===== config.mk =====
export PLATFORM = sky130hd
export DESIGN_NAME = ycbcr_to_rgb_pixel_pair_top
export DESIGN_NICKNAME = d
export VERILOG_FILES = /design/src/rtl/y2r_pkg.sv /design/src/rtl/y2r_pixel.sv /design/src/rtl/ycbcr_to_rgb_pixel_pair_top.sv
export SDC_FILE = /design/constraint.sdc
export NUM_CORES = 1
export LEC_CHECK = 0
export CAP_MARGIN = 20
export CORE_MARGIN = 2
export CORE_UTILIZATION = 52
export CTS_BUF_LIST = sky130_fd_sc_hd__clkbuf_8
export DETAILED_ROUTE_END_ITERATION = 10
export DONT_BUFFER_PORTS = 1
export GPL_TIMING_DRIVEN = 0
export PLACE_DENSITY = 0.64
export SYNTH_ARGS = -nofsm -noshare
export SYNTH_HDL_FRONTEND = slang
export SYNTH_HIERARCHICAL = 1
export SYNTH_SLANG_ARGS = --single-unit

===== constraint.sdc =====
create_clock -name clock -period 7.8 [get_ports clock]
set_input_delay 1.56 -clock clock [delete_from_list [all_inputs] [get_ports clock]]
set_output_delay 1.56 -clock clock [all_outputs]
set_load 0.01 [all_outputs]

===== src/rtl/y2r_pkg.sv =====
`timescale 1ns / 1ps
// Shared constants, types and the saturation function of the YCbCr to RGB converter.
package y2r_pkg;

   // Width of every product and channel sum. This holds -70816..136882 with room.
   localparam int SUM_W = 19;

   // Range mode codes.
   localparam logic MODE_VIDEO = 1'b0;
   localparam logic MODE_FULL  = 1'b1;

   // Video (limited) range coefficients.
   localparam logic signed [SUM_W-1:0] VID_LUMA    = 19'sd298;
   localparam logic signed [SUM_W-1:0] VID_RED_V   = 19'sd409;
   localparam logic signed [SUM_W-1:0] VID_GREEN_U = 19'sd100;
   localparam logic signed [SUM_W-1:0] VID_GREEN_V = 19'sd208;
   localparam logic signed [SUM_W-1:0] VID_BLUE_U  = 19'sd516;

   // Full range coefficients; luma is scaled by 256, which is a shift.
   localparam logic signed [SUM_W-1:0] FULL_RED_V   = 19'sd359;
   localparam logic signed [SUM_W-1:0] FULL_GREEN_U = 19'sd88;
   localparam logic signed [SUM_W-1:0] FULL_GREEN_V = 19'sd183;
   localparam logic signed [SUM_W-1:0] FULL_BLUE_U  = 19'sd454;

   localparam logic signed [SUM_W-1:0] FRAC_ROUND   = 19'sd128;
   localparam logic signed [9:0]       LUMA_OFFSET  = 10'sd16;
   localparam logic signed [8:0]       CHROMA_OFFSET = 9'sd128;

   // Stage advance enables handed from the top level to each pixel datapath.
   typedef struct packed {
      logic adv1;
      logic adv2;
      logic adv3;
   } y2r_ctrl_type;

   // Chroma products shared by the upper and lower pixel.
   typedef struct packed {
      logic signed [SUM_W-1:0] red_v;
      logic signed [SUM_W-1:0] green_u;
      logic signed [SUM_W-1:0] green_v;
      logic signed [SUM_W-1:0] blue_u;
   } y2r_chroma_type;

   // Drops the 8 fraction bits and clamps to 0..255.
   function automatic logic [7:0] sat8(input logic signed [SUM_W-1:0] sum);
      logic [7:0] res;
      if (sum[SUM_W-1]) begin
         res = 8'd0;
      end else if (|sum[SUM_W-2:16]) begin
         res = 8'd255;
      end else begin
         res = sum[15:8];
      end
      return res;
   endfunction

endpackage


===== src/rtl/y2r_pixel.sv =====
`timescale 1ns / 1ps
// Three-stage datapath that turns one luma sample and the shared chroma products into RGB.
module y2r_pixel (
   input  logic                    clock,
   input  y2r_pkg::y2r_ctrl_type   ctrl,
   input  logic                    mode,
   input  logic [7:0]              luma,
   input  y2r_pkg::y2r_chroma_type chroma,
   output logic [7:0]              red,
   output logic [7:0]              green,
   output logic [7:0]              blue
);
   import y2r_pkg::*;

   logic signed [SUM_W-1:0] luma_term_ff, luma_term_in;
   logic signed [SUM_W-1:0] red_sum_ff, red_sum_in;
   logic signed [SUM_W-1:0] green_sum_ff, green_sum_in;
   logic signed [SUM_W-1:0] blue_sum_ff, blue_sum_in;
   logic [7:0]              red_ff, green_ff, blue_ff;
   logic signed [9:0]       luma_off;

   // Stage one: weighted luma. Values below 16 stay negative on purpose.
   always_comb begin
      luma_off = $signed({2'b00, luma}) - LUMA_OFFSET;
      if (mode == MODE_FULL) begin
         luma_term_in = $signed({3'b000, luma, 8'b0000_0000});
      end else begin
         luma_term_in = SUM_W'(luma_off) * VID_LUMA;
      end
   end

   // Stage two: channel sums with rounding.
   always_comb begin
      red_sum_in   = luma_term_ff + chroma.red_v + FRAC_ROUND;
      green_sum_in = luma_term_ff - chroma.green_u - chroma.green_v + FRAC_ROUND;
      blue_sum_in  = luma_term_ff + chroma.blue_u + FRAC_ROUND;
   end

   always_ff @(posedge clock) begin
      if (ctrl.adv1) begin
         luma_term_ff <= luma_term_in;
      end
      if (ctrl.adv2) begin
         red_sum_ff   <= red_sum_in;
         green_sum_ff <= green_sum_in;
         blue_sum_ff  <= blue_sum_in;
      end
      // Stage three: saturation into the output register.
      if (ctrl.adv3) begin
         red_ff   <= sat8(red_sum_ff);
         green_ff <= sat8(green_sum_ff);
         blue_ff  <= sat8(blue_sum_ff);
      end
   end

   assign red   = red_ff;
   assign green = green_ff;
   assign blue  = blue_ff;

endmodule


===== src/rtl/ycbcr_to_rgb_pixel_pair_top.sv =====
`timescale 1ns / 1ps
// Top level of the BT.601 YCbCr 4:2:0 pixel pair to RGB converter.
//
// Each request carries one shared Cb/Cr pair and the two luma samples that use
// it, one from the upper and one from the lower row of a 4:2:0 row pair. The
// block answers every request with exactly one response holding an RGB pixel
// for each row, computed with BT.601 integer coefficients, 8 fraction bits,
// round half up, and saturation to 0..255. The csr port writes range_mode:
// 0 selects video range, 1 selects full range; it resets to video range and
// must only be written while no request is in flight. The datapath is a
// three-stage pipeline (coefficient products, channel sums, saturation into
// the response register); a request passes through these registers in order before
// its response is presented and can be taken, and one request per
// clock is taken at full throughput. Each stage
// carries its own valid bit and only moves when the stage after it is empty or
// moving, so backpressure on rsp_tready fills bubbles first and never drops or
// repeats a request.
module ycbcr_to_rgb_pixel_pair_top (
   input  logic        clock,
   input  logic        reset,
   // Request channel.
   input  logic        req_tvalid,
   output logic        req_tready,
   // [7:0] upper_luma, [15:8] lower_luma, [23:16] cb_sample, [31:24] cr_sample
   input  logic [31:0] req_tdata,
   // Response channel.
   output logic        rsp_tvalid,
   input  logic        rsp_tready,
   // [7:0] upper_red, [15:8] upper_green, [23:16] upper_blue,
   // [31:24] lower_red, [39:32] lower_green, [47:40] lower_blue
   output logic [47:0] rsp_tdata,
   // Register write channel for range_mode.
   input  logic        csr_valid,
   output logic        csr_ready,
   input  logic        csr_data
);
   import y2r_pkg::*;

   logic           mode_ff;
   logic           v1_ff, v2_ff, v3_ff;
   y2r_ctrl_type   ctrl;
   y2r_chroma_type chroma_ff, chroma_in;
   logic signed [8:0]       cb_off, cr_off;
   logic signed [SUM_W-1:0] cb_ext, cr_ext;

   // The register is always writable; the user keeps writes to idle periods.
   assign csr_ready = 1'b1;

   // A stage advances when the stage after it is empty or advancing.
   always_comb begin
      ctrl.adv3 = !v3_ff || rsp_tready;
      ctrl.adv2 = !v2_ff || ctrl.adv3;
      ctrl.adv1 = !v1_ff || ctrl.adv2;
   end

   assign req_tready = ctrl.adv1;

   // Stage one for the chroma side: the four shared products.
   always_comb begin
      cb_off = $signed({1'b0, req_tdata[23:16]}) - CHROMA_OFFSET;
      cr_off = $signed({1'b0, req_tdata[31:24]}) - CHROMA_OFFSET;
      cb_ext = SUM_W'(cb_off);
      cr_ext = SUM_W'(cr_off);
      if (mode_ff == MODE_FULL) begin
         chroma_in.red_v   = cr_ext * FULL_RED_V;
         chroma_in.green_u = cb_ext * FULL_GREEN_U;
         chroma_in.green_v = cr_ext * FULL_GREEN_V;
         chroma_in.blue_u  = cb_ext * FULL_BLUE_U;
      end else begin
         chroma_in.red_v   = cr_ext * VID_RED_V;
         chroma_in.green_u = cb_ext * VID_GREEN_U;
         chroma_in.green_v = cr_ext * VID_GREEN_V;
         chroma_in.blue_u  = cb_ext * VID_BLUE_U;
      end
   end

   always_ff @(posedge clock) begin
      if (reset) begin
         mode_ff <= MODE_VIDEO;
         v1_ff   <= 1'b0;
         v2_ff   <= 1'b0;
         v3_ff   <= 1'b0;
      end else begin
         if (csr_valid && csr_ready) begin
            mode_ff <= csr_data;
         end
         if (ctrl.adv1) begin
            v1_ff <= req_tvalid;
         end
         if (ctrl.adv2) begin
            v2_ff <= v1_ff;
         end
         if (ctrl.adv3) begin
            v3_ff <= v2_ff;
         end
      end
   end

   always_ff @(posedge clock) begin
      if (ctrl.adv1) begin
         chroma_ff <= chroma_in;
      end
   end

   y2r_pixel u_upper (
      .clock  (clock),
      .ctrl   (ctrl),
      .mode   (mode_ff),
      .luma   (req_tdata[7:0]),
      .chroma (chroma_ff),
      .red    (rsp_tdata[7:0]),
      .green  (rsp_tdata[15:8]),
      .blue   (rsp_tdata[23:16])
   );

   y2r_pixel u_lower (
      .clock  (clock),
      .ctrl   (ctrl),
      .mode   (mode_ff),
      .luma   (req_tdata[15:8]),
      .chroma (chroma_ff),
      .red    (rsp_tdata[31:24]),
      .green  (rsp_tdata[39:32]),
      .blue   (rsp_tdata[47:40])
   );

   assign rsp_tvalid = v3_ff;

   // An accepted request always lands in stage one.
   a_req_enters: assert property (@(posedge clock) disable iff (reset)
      (req_tvalid && req_tready) |=> v1_ff)
      else $error("accepted request did not enter stage one");

   // A full, stalled pipeline must refuse new requests.
   a_full_blocks: assert property (@(posedge clock) disable iff (reset)
      (v1_ff && v2_ff && v3_ff && !rsp_tready) |-> !req_tready)
      else $error("request taken while pipeline full and stalled");

   // A valid sum stage that moves always produces a response.
   a_stage2_to_out: assert property (@(posedge clock) disable iff (reset)
      (v2_ff && ctrl.adv3) |=> rsp_tvalid)
      else $error("sum stage advanced but no response appeared");

endmodule


==> flow_summary_export.csv <==
group,metric,value,unit
run_status,status,"complete, no violations",
critical_path,reg2reg_to,"chroma_ff[32]",
placed_design,pre_cts_slack,782,ps
logic_synthesis,syn-cell-area,24600,um2
floorplan,die_area,49000,um2
clock_network,cts_tree,"yes",
route,wl_per_cell,18.4,um
sta,tns,0,ps
clock_network,clockBufferDepth,3,
power_and_ir_drop,leakagePower,12.7,nW
clock_network,post_cts_buffers,0,
placed_design,globalplace.congestion,0.926,
floorplan,rows,79,
critical_path,critPathLaunchType,"primary input",
hold_path,hp-class,"flop to flop",
route,drt_iter0_markers,936,
placed_design,portBuffers,0,
critical_path,setup.worst_path.end_class,"flop",
route,totalWireLength,57200,um
logic_synthesis,synthCells,2430,
global_route,grt_pass1_vias,17478,
final_layout,drive_gt1_frac,0.0472,
critical_path,crit_path_end,"chroma_ff[32]",
critical_path,crit_type,"primary input to flop",
floorplan,die_x,221,um
global_route,grt_usage,0.236,
sta,rsz0062_at_grt,"no",
hold_path,hold_start,"v2_ff",
global_route,grt_overflow,0,
sta,clock_skew,15.5,ps
sta,setup_viol,0,
clock_network,path_clk_slew,70,ps
power_and_ir_drop,finalPower,11.2,mW
hold_path,hold_depth,2,
clock_network,clock-root-buffer,"clkbuf_8",
job,maxCapViolations,0,
sta,holdWs,465,ps
sta,hold_violations,0,
critical_path,critPathMaxFanout,16,
route,vias,17328,
clock_network,cts_hold_buffers,0,
sta,max_freq,154,MHz
sta,period_share,0.835,
clock_network,numCtsBuffers,37,
critical_path,critPathArrivalTime,6770,ps
clock_network,postCtsResizedCells,0,
clock_network,htreeDepth,2,
logic_synthesis,synth_area_per_cell,10.1,um2
route,dr.pass1.iters,5,
clock_network,clk_latency,540,ps
final_layout,layout-area-overhead-vs-synth,6.47,%
floorplan,io-pin-count,89,
power_and_ir_drop,p_per_area,430,nW/um2
global_route,grt_pass1_wl,91900,um
route,viasPerCell,5.58,
critical_path,crit_required,8060,ps
sta,layout_min_cycle_time,6510,ps
final_layout,finalNonFillerCells,3107,
sta,tightest_slew,1050,ps
critical_path,worstRegToRegCells,5,
placed_design,dp.cells,3042,
sta,slew_headroom,0.301,
floorplan,initial_core_util,0.527,
final_layout,n_antenna_cell,0,
sta,worst_slack,1290,ps
floorplan,coreArea,46600,um2
logic_synthesis,yosys_warnings,6,
floorplan,die_y,221,um
route,postRouteAntennaNets,0,
global_route,grt_max_degree,75,
placed_design,dpl.hpwl,47700,um
global_route,grt_antenna_before_repair,2,
clock_network,clock_sinks,223,
final_layout,fin_nets,3167,
sta,report.final.slew_viol_count,0,
route,drcViolationCount,0,
critical_path,reg2reg_slack,4350,ps
critical_path,crit_path_start,"req_tdata[31]",
power_and_ir_drop,vdd_drop_max,0.000276,V
critical_path,r2r-start,"mode_ff",
-- state kept, by name, summed over array words and instances (netlist names) --
register              count
u_upper/red_sum_ff       11
u_upper/green             8
u_upper/luma_term_ff     18
u_lower/blue_sum_ff      11
mode_ff                   1
u_lower/green             8
u_lower/blue              8
u_upper/red               8
v2_ff                     1
u_upper/green_sum_ff     11
u_upper/blue_sum_ff      11
u_lower/red               8
v1_ff                     1
rsp_tvalid                1
u_lower/green_sum_ff     11
u_lower/luma_term_ff     18
chroma_ff                69
u_upper/blue              8
u_lower/red_sum_ff       11
-- worst min path at each step --
stage                            end  slack (ps)
after floorplan           rsp_tvalid         430
final                     rsp_tvalid         470
after global routing      rsp_tvalid         490
after detailed placement  rsp_tvalid         450
after global placement    rsp_tvalid         440
after CTS                 rsp_tvalid         470
-- critical path, cell delays in order --
cell      delay [ps]
clkbuf_1         320
inv_1            510
ha_1             520
or2_2            390
fa_1             480
fa_1             490
inv_1             50
fa_1             540
inv_1             50
ha_1             360
a21oi_1          210
a21oi_1          100
o21bai_1         240
o31ai_1          280
xor2_1           120
o21ai_0          520
-- routing by layer --
| metal | part of all wire | vias to the layer above | GRT usage | routed length (um) |
|---|---|---|---|---|
| met1 | 0.45 | 8273 | 0.316 | 25700 |
| met3 | 0.051 | 98 | 0.0325 | 2950 |
| li1 | - | 8527 | - | - |
| met2 | 0.47 | 430 | 0.393 | 26600 |
| met5 | 0 | - | 0 | 0 |
| met4 | 0.034 | 0 | 0.0795 | 1930 |
-- through the flow --
stage	instance area, um2	utilization
3_5_place_dp	25400	0.545
6_report	26100	0.562
4_1_cts	26100	0.562
3_3_place_gp	25300	0.544
2_1_floorplan	24600	-
5_1_grt	26100	0.562
-- cell type report --
cell class / instances / area, um2
Buffer: 36 / 143
Clock buffer: 40 / 551
Clock inverter: 25 / 213
Fill cell: 4083 / 20400
Inverter: 394 / 1480
Multi-Input combinational cell: 1780 / 16300
Sequential cell: 223 / 6660
Tap cell: 607 / 759
Timing Repair Buffer: 2 / 47.5
-- power by group --
group	internal, mW	total (mW)	switching (mW)
clock network	0.606	1.06	0.455
logic	3.18	7.45	4.27
registers	2.28	2.73	0.449
total	6.07	11.2	5.17
-- cell usage in the layout, fill, tap and decap left out, drive strengths merged, types with 5 or more instances in the layout --
cell type,instances
nand2,94
nand3,28
edfxtp,219
a221oi,5
o21ai,108
o21a,22
a31o,5
o21bai,21
or2,13
o211ai,15
a21oi,124
nand4,15
o22ai,9
mux2,13
xnor2,119
a21o,51
nor3b,10
conb,5
inv,407
nor2b,24
nor2,180
ha,514
buf,16
or3,12
mux2i,16
and2,11
xor2,51
clkinv,6
nand2b,16
a211oi,35
nor3,41
a31oi,10
clkbuf,62
fa,141
o31ai,11
Note: power is estimated with default switching activity, not from simulation.
